<file path="config.mk">
export PLATFORM = sky130hd
export DESIGN_NAME = van_frame_manchester_encoder
export DESIGN_NICKNAME = d
export VERILOG_FILES = /design/src/design/vfme_pkg.sv /design/src/design/vfme_front.sv /design/src/design/vfme_queue.sv /design/src/design/vfme_back.sv /design/src/design/van_frame_manchester_encoder.sv
export SDC_FILE = /design/constraint.sdc
export NUM_CORES = 1
export LEC_CHECK = 0
export ABC_CLOCK_PERIOD_IN_PS = 2800
export BUFFER_PORTS_ARGS = -buffer_cell sky130_fd_sc_hd__buf_2
export CAP_MARGIN = 0
export CORE_MARGIN = 3
export CORE_UTILIZATION = 55
export CTS_CLUSTER_SIZE = 30
export DETAILED_ROUTE_END_ITERATION = 10
export HOLD_SLACK_MARGIN = 0.1
export PLACE_DENSITY_LB_ADDON = 0.15
export SYNTH_ARGS = -nofsm -noshare
export SYNTH_HDL_FRONTEND = slang
export SYNTH_SLANG_ARGS = --single-unit
</file>
<file path="constraint.sdc">
create_clock -name aclk -period 2.8 [get_ports aclk]
set_input_delay 0.14 -clock aclk [delete_from_list [all_inputs] [get_ports aclk]]
set_output_delay 0.14 -clock aclk [all_outputs]
set_load 0.03 [all_outputs]
</file>
<file path="src/design/vfme_pkg.sv">
// Shared types, constants and CRC function for the VAN frame Manchester encoder.
`timescale 1ns / 1ps

package vfme_pkg;

    localparam logic [7:0]  SOF_BYTE     = 8'h0E;
    localparam logic [14:0] CRC_POLY     = 15'h0F9D;
    localparam logic [14:0] CRC_INIT     = 15'h7FFF;
    localparam logic [2:0]  RUN_LEN_MAX  = 3'd7;
    localparam logic [2:0]  EOD_RUN_LEN  = 3'd2;
    localparam logic [3:0]  POS_LAST     = 4'd9;  // Manchester slice after bit 0
    localparam logic [3:0]  POS_TAIL_END = 4'd7;  // bit 1 of the truncated CRC byte

    // Configuration register indexes
    localparam logic [1:0] CFG_ADD_SOF = 2'd0;
    localparam logic [1:0] CFG_ADD_CRC = 2'd1;
    localparam logic [1:0] CFG_ADD_EOD = 2'd2;

    typedef struct packed {
        logic [7:0] data_byte;
        logic       first_byte;
        logic       last_byte;
    } in_item_t;

    typedef struct packed {
        logic       line_level;
        logic [2:0] duration_slices;
        logic       end_of_frame;
    } out_item_t;

    typedef struct packed {
        logic add_start_of_frame;
        logic add_crc;
        logic add_end_of_data;
    } cfg_t;

    // One classified byte handed from front to back
    typedef struct packed {
        logic [7:0]  data_byte;
        logic        first_byte;
        logic        last_byte;
        logic        send_sof;
        logic        send_crc;
        logic        send_eod;
        logic [15:0] crc_word;
    } job_t;

    typedef enum logic [6:0] {
        ST_IDLE  = 7'b0000001,
        ST_SOF   = 7'b0000010,
        ST_DATA  = 7'b0000100,
        ST_CRCH  = 7'b0001000,
        ST_CRCL  = 7'b0010000,
        ST_FLUSH = 7'b0100000,
        ST_EOD   = 7'b1000000
    } back_state_t;

    function automatic logic [14:0] crc15_byte(input logic [14:0] crc_in,
                                               input logic [7:0] b);
        logic [14:0] c;
        logic        fb;
        c = crc_in;
        for (int j = 7; j >= 0; j--) begin
            fb = c[14] ^ b[j];
            c  = {c[13:0], 1'b0};
            if (fb) begin
                c = c ^ CRC_POLY;
            end
        end
        return c;
    endfunction

endpackage

</file>
<file path="src/design/vfme_front.sv">
// Front end: accepts frame bytes, runs the CRC-15 and builds queue jobs.
`timescale 1ns / 1ps

module vfme_front (
    input  logic              aclk,
    input  logic              aresetn,
    input  logic              s_valid,
    output logic              s_ready,
    input  vfme_pkg::in_item_t s_data,
    input  vfme_pkg::cfg_t    cfg,
    input  logic              q_ready,
    output logic              q_push,
    output vfme_pkg::job_t    q_job
);
    import vfme_pkg::*;

    logic [14:0] crc_reg;
    logic [14:0] crc_next;
    logic [14:0] crc_base;
    logic [14:0] crc_upd;

    assign s_ready  = q_ready;
    assign q_push   = s_valid && q_ready;
    assign crc_base = s_data.first_byte ? CRC_INIT : crc_reg;
    assign crc_upd  = crc15_byte(crc_base, s_data.data_byte);

    always_comb begin
        crc_next = crc_reg;
        if (q_push) begin
            crc_next = s_data.last_byte ? CRC_INIT : crc_upd;
        end
    end

    always_comb begin
        q_job.data_byte  = s_data.data_byte;
        q_job.first_byte = s_data.first_byte;
        q_job.last_byte  = s_data.last_byte;
        q_job.send_sof   = s_data.first_byte && cfg.add_start_of_frame;
        q_job.send_crc   = cfg.add_crc;
        q_job.send_eod   = cfg.add_end_of_data;
        q_job.crc_word   = {crc_upd ^ CRC_INIT, 1'b0};
    end

    always_ff @(posedge aclk) begin
        if (!aresetn) begin
            crc_reg <= CRC_INIT;
        end else begin
            crc_reg <= crc_next;
        end
    end

endmodule

</file>
<file path="src/design/vfme_queue.sv">
// Short job queue between front and back.
`timescale 1ns / 1ps

module vfme_queue #(
    parameter int Depth = 2
) (
    input  logic           aclk,
    input  logic           aresetn,
    input  logic           push,
    input  vfme_pkg::job_t push_job,
    output logic           ready,
    input  logic           pop,
    output logic           valid,
    output vfme_pkg::job_t head_job
);
    import vfme_pkg::*;

    localparam int PtrW = (Depth > 1) ? $clog2(Depth) : 1;
    localparam int CntW = $clog2(Depth + 1);
    localparam logic [PtrW-1:0] PtrLast = PtrW'(Depth - 1);
    localparam logic [CntW-1:0] CntFull = CntW'(Depth);

    job_t            entry_reg [Depth];
    logic [PtrW-1:0] wr_ptr_reg, wr_ptr_next;
    logic [PtrW-1:0] rd_ptr_reg, rd_ptr_next;
    logic [CntW-1:0] count_reg, count_next;

    assign ready    = count_reg != CntFull;
    assign valid    = count_reg != '0;
    assign head_job = entry_reg[rd_ptr_reg];

    always_comb begin
        wr_ptr_next = wr_ptr_reg;
        rd_ptr_next = rd_ptr_reg;
        count_next  = count_reg;
        if (push) begin
            wr_ptr_next = (wr_ptr_reg == PtrLast) ? '0 : PtrW'(wr_ptr_reg + 1'b1);
        end
        if (pop) begin
            rd_ptr_next = (rd_ptr_reg == PtrLast) ? '0 : PtrW'(rd_ptr_reg + 1'b1);
        end
        if (push && !pop) begin
            count_next = CntW'(count_reg + 1'b1);
        end else if (pop && !push) begin
            count_next = CntW'(count_reg - 1'b1);
        end
    end

    always_ff @(posedge aclk) begin
        if (push) begin
            entry_reg[wr_ptr_reg] <= push_job;
        end
    end

    always_ff @(posedge aclk) begin
        if (!aresetn) begin
            wr_ptr_reg <= '0;
            rd_ptr_reg <= '0;
            count_reg  <= '0;
        end else begin
            wr_ptr_reg <= wr_ptr_next;
            rd_ptr_reg <= rd_ptr_next;
            count_reg  <= count_next;
        end
    end

endmodule

</file>
<file path="src/design/vfme_back.sv">
// Back end: slice sequencer, run merger and output register.
`timescale 1ns / 1ps

module vfme_back (
    input  logic               aclk,
    input  logic               aresetn,
    input  logic               q_valid,
    input  vfme_pkg::job_t     q_job,
    output logic               q_pop,
    output logic               m_valid,
    input  logic               m_ready,
    output vfme_pkg::out_item_t m_data
);
    import vfme_pkg::*;

    back_state_t state_reg, state_next;
    job_t        job_reg, job_next;
    logic [3:0]  pos_reg, pos_next;
    logic        run_open_reg, run_open_next;
    logic        run_lvl_reg, run_lvl_next;
    logic [2:0]  run_len_reg, run_len_next;
    logic        out_valid_reg, out_valid_next;
    out_item_t   out_reg, out_next;

    logic [7:0]  cur_byte;
    logic        slice_lvl;
    logic        seg_done;
    logic        step_en;
    logic        load_req;

    assign m_valid = out_valid_reg;
    assign m_data  = out_reg;

    always_comb begin
        case (state_reg)
            ST_SOF:  cur_byte = SOF_BYTE;
            ST_CRCH: cur_byte = job_reg.crc_word[15:8];
            ST_CRCL: cur_byte = job_reg.crc_word[7:0];
            default: cur_byte = job_reg.data_byte;
        endcase
    end

    // slice order: b7 b6 b5 b4 ~b4 b3 b2 b1 b0 ~b0
    always_comb begin
        case (pos_reg)
            4'd0:    slice_lvl = cur_byte[7];
            4'd1:    slice_lvl = cur_byte[6];
            4'd2:    slice_lvl = cur_byte[5];
            4'd3:    slice_lvl = cur_byte[4];
            4'd4:    slice_lvl = ~cur_byte[4];
            4'd5:    slice_lvl = cur_byte[3];
            4'd6:    slice_lvl = cur_byte[2];
            4'd7:    slice_lvl = cur_byte[1];
            4'd8:    slice_lvl = cur_byte[0];
            default: slice_lvl = ~cur_byte[0];
        endcase
    end

    assign seg_done = (state_reg == ST_CRCL) ? (pos_reg == POS_TAIL_END)
                                             : (pos_reg == POS_LAST);
    assign step_en  = (state_reg != ST_IDLE) && (!out_valid_reg || m_ready);

    always_comb begin
        state_next     = state_reg;
        job_next       = job_reg;
        pos_next       = pos_reg;
        run_open_next  = run_open_reg;
        run_lvl_next   = run_lvl_reg;
        run_len_next   = run_len_reg;
        out_valid_next = out_valid_reg && !m_ready;
        out_next       = out_reg;
        load_req       = (state_reg == ST_IDLE);
        q_pop          = 1'b0;

        if (step_en) begin
            case (state_reg)
                ST_SOF, ST_DATA, ST_CRCH, ST_CRCL: begin
                    if (run_open_reg && slice_lvl == run_lvl_reg &&
                        run_len_reg < RUN_LEN_MAX) begin
                        run_len_next = 3'(run_len_reg + 3'd1);
                    end else begin
                        if (run_open_reg) begin
                            out_valid_next           = 1'b1;
                            out_next.line_level      = run_lvl_reg;
                            out_next.duration_slices = run_len_reg;
                            out_next.end_of_frame    = 1'b0;
                        end
                        run_open_next = 1'b1;
                        run_lvl_next  = slice_lvl;
                        run_len_next  = 3'd1;
                    end
                    if (seg_done) begin
                        pos_next = '0;
                        case (state_reg)
                            ST_SOF:  state_next = ST_DATA;
                            ST_DATA: begin
                                if (!job_reg.last_byte) begin
                                    load_req = 1'b1;
                                end else if (job_reg.send_crc) begin
                                    state_next = ST_CRCH;
                                end else begin
                                    state_next = ST_FLUSH;
                                end
                            end
                            ST_CRCH: state_next = ST_CRCL;
                            default: state_next = ST_FLUSH;
                        endcase
                    end else begin
                        pos_next = 4'(pos_reg + 4'd1);
                    end
                end
                ST_FLUSH: begin
                    if (run_open_reg) begin
                        out_valid_next           = 1'b1;
                        out_next.line_level      = run_lvl_reg;
                        out_next.duration_slices = run_len_reg;
                        out_next.end_of_frame    = !job_reg.send_eod;
                    end
                    run_open_next = 1'b0;
                    run_lvl_next  = 1'b0;
                    run_len_next  = '0;
                    if (job_reg.send_eod) begin
                        state_next = ST_EOD;
                    end else begin
                        load_req = 1'b1;
                    end
                end
                ST_EOD: begin
                    out_valid_next           = 1'b1;
                    out_next.line_level      = 1'b0;
                    out_next.duration_slices = EOD_RUN_LEN;
                    out_next.end_of_frame    = 1'b1;
                    load_req                 = 1'b1;
                end
                default: begin
                    load_req = 1'b1;
                end
            endcase
        end

        if (load_req) begin
            if (q_valid) begin
                q_pop      = 1'b1;
                job_next   = q_job;
                pos_next   = '0;
                state_next = q_job.send_sof ? ST_SOF : ST_DATA;
                if (q_job.first_byte) begin
                    // a run left open by an unfinished frame is dropped
                    run_open_next = 1'b0;
                    run_lvl_next  = 1'b0;
                    run_len_next  = '0;
                end
            end else begin
                state_next = ST_IDLE;
            end
        end
    end

    always_ff @(posedge aclk) begin
        job_reg <= job_next;
        pos_reg <= pos_next;
        out_reg <= out_next;
    end

    always_ff @(posedge aclk) begin
        if (!aresetn) begin
            state_reg     <= ST_IDLE;
            run_open_reg  <= 1'b0;
            run_lvl_reg   <= 1'b0;
            run_len_reg   <= '0;
            out_valid_reg <= 1'b0;
        end else begin
            state_reg     <= state_next;
            run_open_reg  <= run_open_next;
            run_lvl_reg   <= run_lvl_next;
            run_len_reg   <= run_len_next;
            out_valid_reg <= out_valid_next;
        end
    end

endmodule

</file>
<file path="src/design/van_frame_manchester_encoder.sv">
// Throughput: the back end encodes one slice per cycle unless the output stalls; a data
//   byte is 10 slices, the start byte 10, the CRC 18; flush and end of data take a step each.
// Input is taken every cycle while the job queue has room.
// Reset (aresetn low, synchronous): queue empty, no run open, CRC 0x7FFF,
//   all three configuration bits set.
`timescale 1ns / 1ps

module van_frame_manchester_encoder #(
    parameter int QueueDepth = 2
) (
    input  logic                aclk,
    input  logic                aresetn,
    // frame byte input
    input  logic                s_valid,
    output logic                s_ready,
    input  vfme_pkg::in_item_t  s_data,
    // run output
    output logic                m_valid,
    input  logic                m_ready,
    output vfme_pkg::out_item_t m_data,
    // configuration writes
    input  logic                cfg_valid,
    output logic                cfg_ready,
    input  logic [1:0]          cfg_index,
    input  logic                cfg_data
);
    import vfme_pkg::*;

    cfg_t cfg_reg, cfg_next;
    logic q_ready, q_push, q_valid, q_pop;
    job_t push_job, head_job;

    // Configuration: always ready, unknown indexes are ignored.
    assign cfg_ready = 1'b1;

    always_comb begin
        cfg_next = cfg_reg;
        if (cfg_valid) begin
            case (cfg_index)
                CFG_ADD_SOF: cfg_next.add_start_of_frame = cfg_data;
                CFG_ADD_CRC: cfg_next.add_crc            = cfg_data;
                CFG_ADD_EOD: cfg_next.add_end_of_data    = cfg_data;
                default:     cfg_next                    = cfg_reg;
            endcase
        end
    end

    always_ff @(posedge aclk) begin
        if (!aresetn) begin
            cfg_reg <= '1;
        end else begin
            cfg_reg <= cfg_next;
        end
    end

    // Front: accepts a transaction, updates the CRC and tags the job with
    // what this byte adds to the frame (start byte, CRC, end of data).
    vfme_front u_front (
        .aclk    (aclk),
        .aresetn (aresetn),
        .s_valid (s_valid),
        .s_ready (s_ready),
        .s_data  (s_data),
        .cfg     (cfg_reg),
        .q_ready (q_ready),
        .q_push  (q_push),
        .q_job   (push_job)
    );

    // Queue decouples the byte rate from the slice rate.
    vfme_queue #(
        .Depth (QueueDepth)
    ) u_queue (
        .aclk     (aclk),
        .aresetn  (aresetn),
        .push     (q_push),
        .push_job (push_job),
        .ready    (q_ready),
        .pop      (q_pop),
        .valid    (q_valid),
        .head_job (head_job)
    );

    // Back: walks the slices, merges equal levels into runs and registers
    // each closed run for the output transaction.
    vfme_back u_back (
        .aclk    (aclk),
        .aresetn (aresetn),
        .q_valid (q_valid),
        .q_job   (head_job),
        .q_pop   (q_pop),
        .m_valid (m_valid),
        .m_ready (m_ready),
        .m_data  (m_data)
    );

endmodule
</file>
### Word-level counts from Yosys, hierarchy flattened

Memory sizes are Yosys's and may differ from the RTL's. A register that Yosys moved wholly into a read port is not among the register bits.
Cells that the tools add are included.

* add/subtract/negate cells: 6
* magnitude comparators: 1
* equal/unequal tests: 27
* multiplexer cells: 70
* bitwise gates (word level): 19
* reductions and logical operators: 28

Operators with widths (count)
* $mux 12: 8
* $not 9->9: 8
* $mux 7: 6
* $mux 15: 2
* $mux 1: 27
* $pmux 8 s3: 1
* $pmux 7 s3: 1
* $mux 4: 5
* $mux 3: 6
* $eq 4x3->1 const B: 4
* $mux 5: 3
* $not 15->15: 1
* $pmux 5 s3: 1
* $pmux 7 s2: 1
* $reduce_and 5->1: 2
* $pmux 1 s9: 1
* $eq 4x2->1 const B: 2
* $eq 4x4->1 const B: 2
* $logic_and 1x1->1: 8
* $reduce_and 2->1: 4
* $xor 1x1->1: 8
* $eq 7x1->1 const B: 1
* $eq 7x2->1 const B: 1
* $eq 7x3->1 const B: 1
* other kinds (32): 47

* register bits after elaboration: 71
* memory bits (writable): 56
* bits of input ports: 18
* memories: 1

Memory list
* u_queue.entry_reg: depth 2, bits a word 28, rd ports 1, clocked after memory_dff 1, wr ports 1, line vfme_queue.sv:23 `job_t entry_reg [Depth];`

### Depth between registers and ports, before layout

* depth in word-level cells: 18
* depth in mapped cells: 12
* mapped depth without buffers: 11

### Modules after synthesis

From an unflattened synthesis, not the netlist that was laid out.

* cell total of the unflattened synthesis: 543
* area, all modules: 6515.0 um2

By module, submodules not included
* vfme_back: instances 1, cells each 256, area each 2549.9 um2
* vfme_queue: instances 1, cells each 112, area each 2311.0 um2
* vfme_front: instances 1, cells each 160, area each 1500.2 um2
* van_frame_manchester_encoder: instances 1, cells each 15, area each 153.9 um2

### Worst setup path after synthesis

No wires, ideal clock.

* kind: flip-flop to flip-flop
* start: reg u_back.pos_reg[0]
* end: reg u_back.out_reg, in the netlist u_back.m_data[0] (enable)
* library setup time: 0.364 ns
* arrival: 2.650 ns
* required time: 2.436 ns
* slack: -0.214 ns
* stages on the path, launching flop included: 12
* buffers on the path: 1
* cells stage by stage: dfxtp_1 > inv_1 > ha_1 > clkbuf_1 > a222oi_1 > nand2b_1 > a21oi_1 > or4_4 > a2111oi_4 > a31oi_4 > mux2i_1 > o22ai_1

* word-level cells in the longest chain between the ends: 7
* elaborated cells between the ends (all ways): 15

RTL lines
* start, declared: line vfme_back.sv:18 `logic [3:0] pos_reg, pos_next;`
* start signal, assigned: line vfme_back.sv:161 `pos_reg <= pos_next;`
* $eq 4x4->1, or another cell as far along: line vfme_back.sv:45 `case (pos_reg)`
* $pmux 1 s9 (*): line vfme_back.sv:45
* $eq 1x1->1 (*): line vfme_back.sv:78 `if (run_open_reg && slice_lvl == run_lvl_reg &&`
* $logic_and 1x1->1 (*) (2 in series): line vfme_back.sv:78
* $ne 2x2->1 (no source line) (*)
* $reduce_and 5->1 (no source line) (*)
* end signal, assigned: line vfme_back.sv:162 `out_reg <= out_next;`
* end, declared: line vfme_back.sv:23 `out_item_t out_reg, out_next;`

Every way passes the cells marked *; elsewhere a longest branch is shown, timed or not.
A chain may end at the register's enable or synchronous reset.

### Worst setup path after layout

* start: reg u_back.state_reg[5]
* end: reg u_back.out_reg, in the netlist u_back.m_data[0] (enable)

* word-level cells in the longest chain between the ends: 9
* elaborated cells between the ends (all ways): 21

RTL lines
* start, declared: line vfme_back.sv:16 `back_state_t state_reg, state_next;`
* start signal, assigned: line vfme_back.sv:173 `state_reg <= state_next;`
* $eq 7x5->1, or another cell as far along: line vfme_back.sv:35, vfme_back.sv:76
* $pmux 8 s3: line vfme_back.sv:35 `case (state_reg)`
* $not 1->1, on equally long branches: line vfme_back.sv:55, vfme_back.sv:50
* $pmux 1 s9: line vfme_back.sv:45
* $eq 1x1->1: line vfme_back.sv:78
* $logic_and 1x1->1 (2 in series): line vfme_back.sv:78
* $ne 2x2->1 (no source line)
* $reduce_and 5->1 (no source line) (*)

Marked as above.

==> results.py <==
metrics = {
    "die": {
        "rows": 36,
        "core-area_um2": 10000,
        "die_area_um2": 11900,
        "initial_core_util": 0.581,
        "pin_count": 26,
        "fp.dieW_um": 109,
        "die_y_um": 109,
    },
    "hold_path": {
        "hold_path.class": "in2reg",
        "hold_path_depth": 2,
    },
    "run_status": {
        "status": "finished clean",
    },
    "pwr": {
        "max-vdd-ir-drop_uv": 525,
        "power.density_nw_per_um2": 1060,
        "finalPower_mw": 7.71,
        "leakage_nw": 2.62,
    },
    "yosys": {
        "synth_nets": 500,
        "synthDominantCellAreaShare": 0.448,
        "yosysSeqAreaShare": 0.585,
        "netlist_area_um2": 5840,
        "async_flop_share": 0,
        "synth_area_leaders": "edfxtp_1 (45%), dfxtp_1 (14%), xnor2_1 (7.7%)",
        "avgSynthCellArea_um2": 12.3,
        "yosysUniqueCellTypes": 60,
        "ys.warnings.count": 0,
        "syn_inst": 476,
        "ys_ff_latch": 127,
        "synth_largest_area_cell": "edfxtp_1",
        "post-synth-top-count-cell": "edfxtp_1",
        "synth_flop_cell": "edfxtp_1",
        "synth_edf_count": 87,
        "ys_top_cells_by_count": "edfxtp_1 (87), xnor2_1 (51), nor2_1 (41), dfxtp_1 (40), mux2_2 (27)",
    },
    "final_layout": {
        "fin_area_um2": 7270,
        "final_util": 0.724,
        "area_delta_synth_final_pct": 24.7,
        "n_fill_cell": 667,
        "multi_input_area_um2": 2380,
        "largest_register_ffs": 56,
        "drive_gt1_frac": 0.277,
        "antenna_cells": 0,
        "ff_latch_area_um2": 3420,
        "nNetsFinal": 585,
    },
    "timing": {
        "slew-limit-headroom": 0.602,
        "fin_crit_sh": 0.975,
        "maxSlewViolCount": 0,
        "post-route-min-period_ps": 2730,
        "final-setup-viol-count": 0,
        "rsz0062_at_grt": "true",
        "fmax_mhz": 366,
        "fin_skew_ps": 5.88,
        "layout_setup_ws_ps": 70.7,
        "final_hold_viol_count": 0,
        "hold_slack_ps": 377,
        "worstMarginPinSlew_ps": 596,
    },
    "placed_design": {
        "place_congestion": 0.874,
        "place_ws_ps": -98.6,
        "portBuffers": 24,
        "placed_area_um2": 6360,
        "dp.final_hpwl_um": 8050,
    },
    "clock_network": {
        "cts.path.max_buffers": 2,
        "clkTransAtPathRegs_ps": 60,
        "tritoncts": "yes",
        "htreeDepth": 4,
        "insertion_delay_ps": 520,
        "cts_buffers": 17,
        "cts_sinks": 127,
        "cts_root_buffer": "clkbuf_8",
    },
    "job": {
        "cap_viol_max_count": 0,
    },
    "route": {
        "drcViolationCount": 0,
        "wire_per_inst_um": 17.7,
        "vias": 3969,
        "drtPass1Iterations": 7,
        "post_drt_via_cell_ratio": 5.61,
        "wirelength_um": 12500,
        "ant_nets": 0,
        "drt_iter0_drc": 271,
    },
    "worst_setup_path": {
        "crit_chain": "or4_4 > nor2_4 > a21boi_2 > o2111a_1 > a2111oi_4 > a31oi_4 > mux2i_2 > o22ai_4",
        "arrival_ps": 2940,
        "cp_max_fo": 6,
        "end_kind": "flop",
        "critPathKind": "reg2reg",
        "cp_num_cells": 8,
        "path_delay_family": "compound AO/OA/AOI/OAI gates",
        "cpPeakStageDelay_ps": 570,
        "ff2ff_path_depth": 8,
        "cpMaxStageDelayCell": "or4_4",
        "cp-start-kind": "flop",
        "critical_path_buf_inv_count": 0,
        "critPathRequiredTime_ps": 3010,
    },
    "grt": {
        "grt_max_degree": 34,
        "grt_use_total": 0.227,
        "grt_pass1_vias": 4031,
        "grt_first_pass_wirelength_um": 20100,
        "antenna_found_initial": 0,
        "gr-total-overflow": 0,
    },
}
==> repair_timing <==
item / 4_1_cts / 5_1_grt
endpoints found under the hold margin: 40 / 0
setup buffers: 1 / 2
hold buffers: 22 / 0
pin swaps: 7 / 6
gates resized for setup: 4 / 17
endpoints found under the setup margin: 8 / 9
==> worst register-to-register path: cells and delay by family, from the launching register on <==
family           cells  cell delay (ps)
AND/OR/NAND/NOR      2              730
AO/OA/AOI/OAI        5             1120
flip-flops           1              370
multiplexers         1              200
==> final cells by class <==
class,instances,share of cell area
clock buffer,17,0.0569
tap,133,0.0229
clock inverter,15,0.0263
multi-input combinational,315,0.327
timing repair buffer,85,0.0888
sequential,127,0.471
inverter,15,0.00774
==> layer usage <==
metal  vias up  routed length [um]  GRT usage
met3        13                 601     0.0693
met2       100                6350      0.382
met5         -                   0          0
met4         0                 150     0.0685
li1       1893                   -          -
met1      1963                5410      0.282
==> cell families after synthesis <==
group / Yosys count / share of synthesized area
AND/OR/NAND/NOR: 134 / 0.121
flip-flops: 127 / 0.585
AO/OA/AOI/OAI: 78 / 0.0982
XOR/XNOR: 62 / 0.0931
multiplexers: 34 / 0.0663
buffers and inverters: 34 / 0.0232
adder cells (fa/ha/maj): 6 / 0.0129
other: 1 / 0.000643
==> where the power goes <==
group	switching (mW)	internal, mW
logic	1.30	1.08
clock network	0.821	1.44
registers	0.259	2.80
==> cells in the final DEF (no fill, tap or decap), drive strengths merged, types with 5 or more instances in the layout <==
master / count
nand3: 17
nand2b: 12
buf: 63
o22ai: 9
nor2: 42
clkinv: 6
inv: 17
nor2b: 8
dfxtp: 40
o21ai: 18
a21boi: 5
a31oi: 6
a21oi: 11
ha: 6
nand3b: 7
dlygate4sd3: 22
xor2: 11
and2: 8
xnor2: 51
clkbuf: 17
mux2: 27
nand2: 23
mux2i: 7
edfxtp: 87
==> final timing paths <==
kind	start	to	slack [ps]
setup / recovery	u_back.state_reg[5]$_SDFFE_PN0P_	u_back.m_data[0]$_DFFE_PP_	70
hold / removal	s_data[0]	u_queue.entry_reg[0][18]$_DFFE_PP_	380
hold reg to reg	cfg_reg[1]$_SDFFE_PN1P_	u_queue.entry_reg[0][16]$_DFFE_PP_	470
setup reg to reg	u_back.state_reg[5]$_SDFFE_PN0P_	u_back.m_data[0]$_DFFE_PP_	70
==> stage by stage <==
stage	TNS, ps	instances
final	0	707
after global routing	-352	707
after CTS	0	705
after detailed placement	-558	650
after global placement	-50.8	650
after floorplan	0	476
No activity file was read; power rests on OpenSTA's default activity.
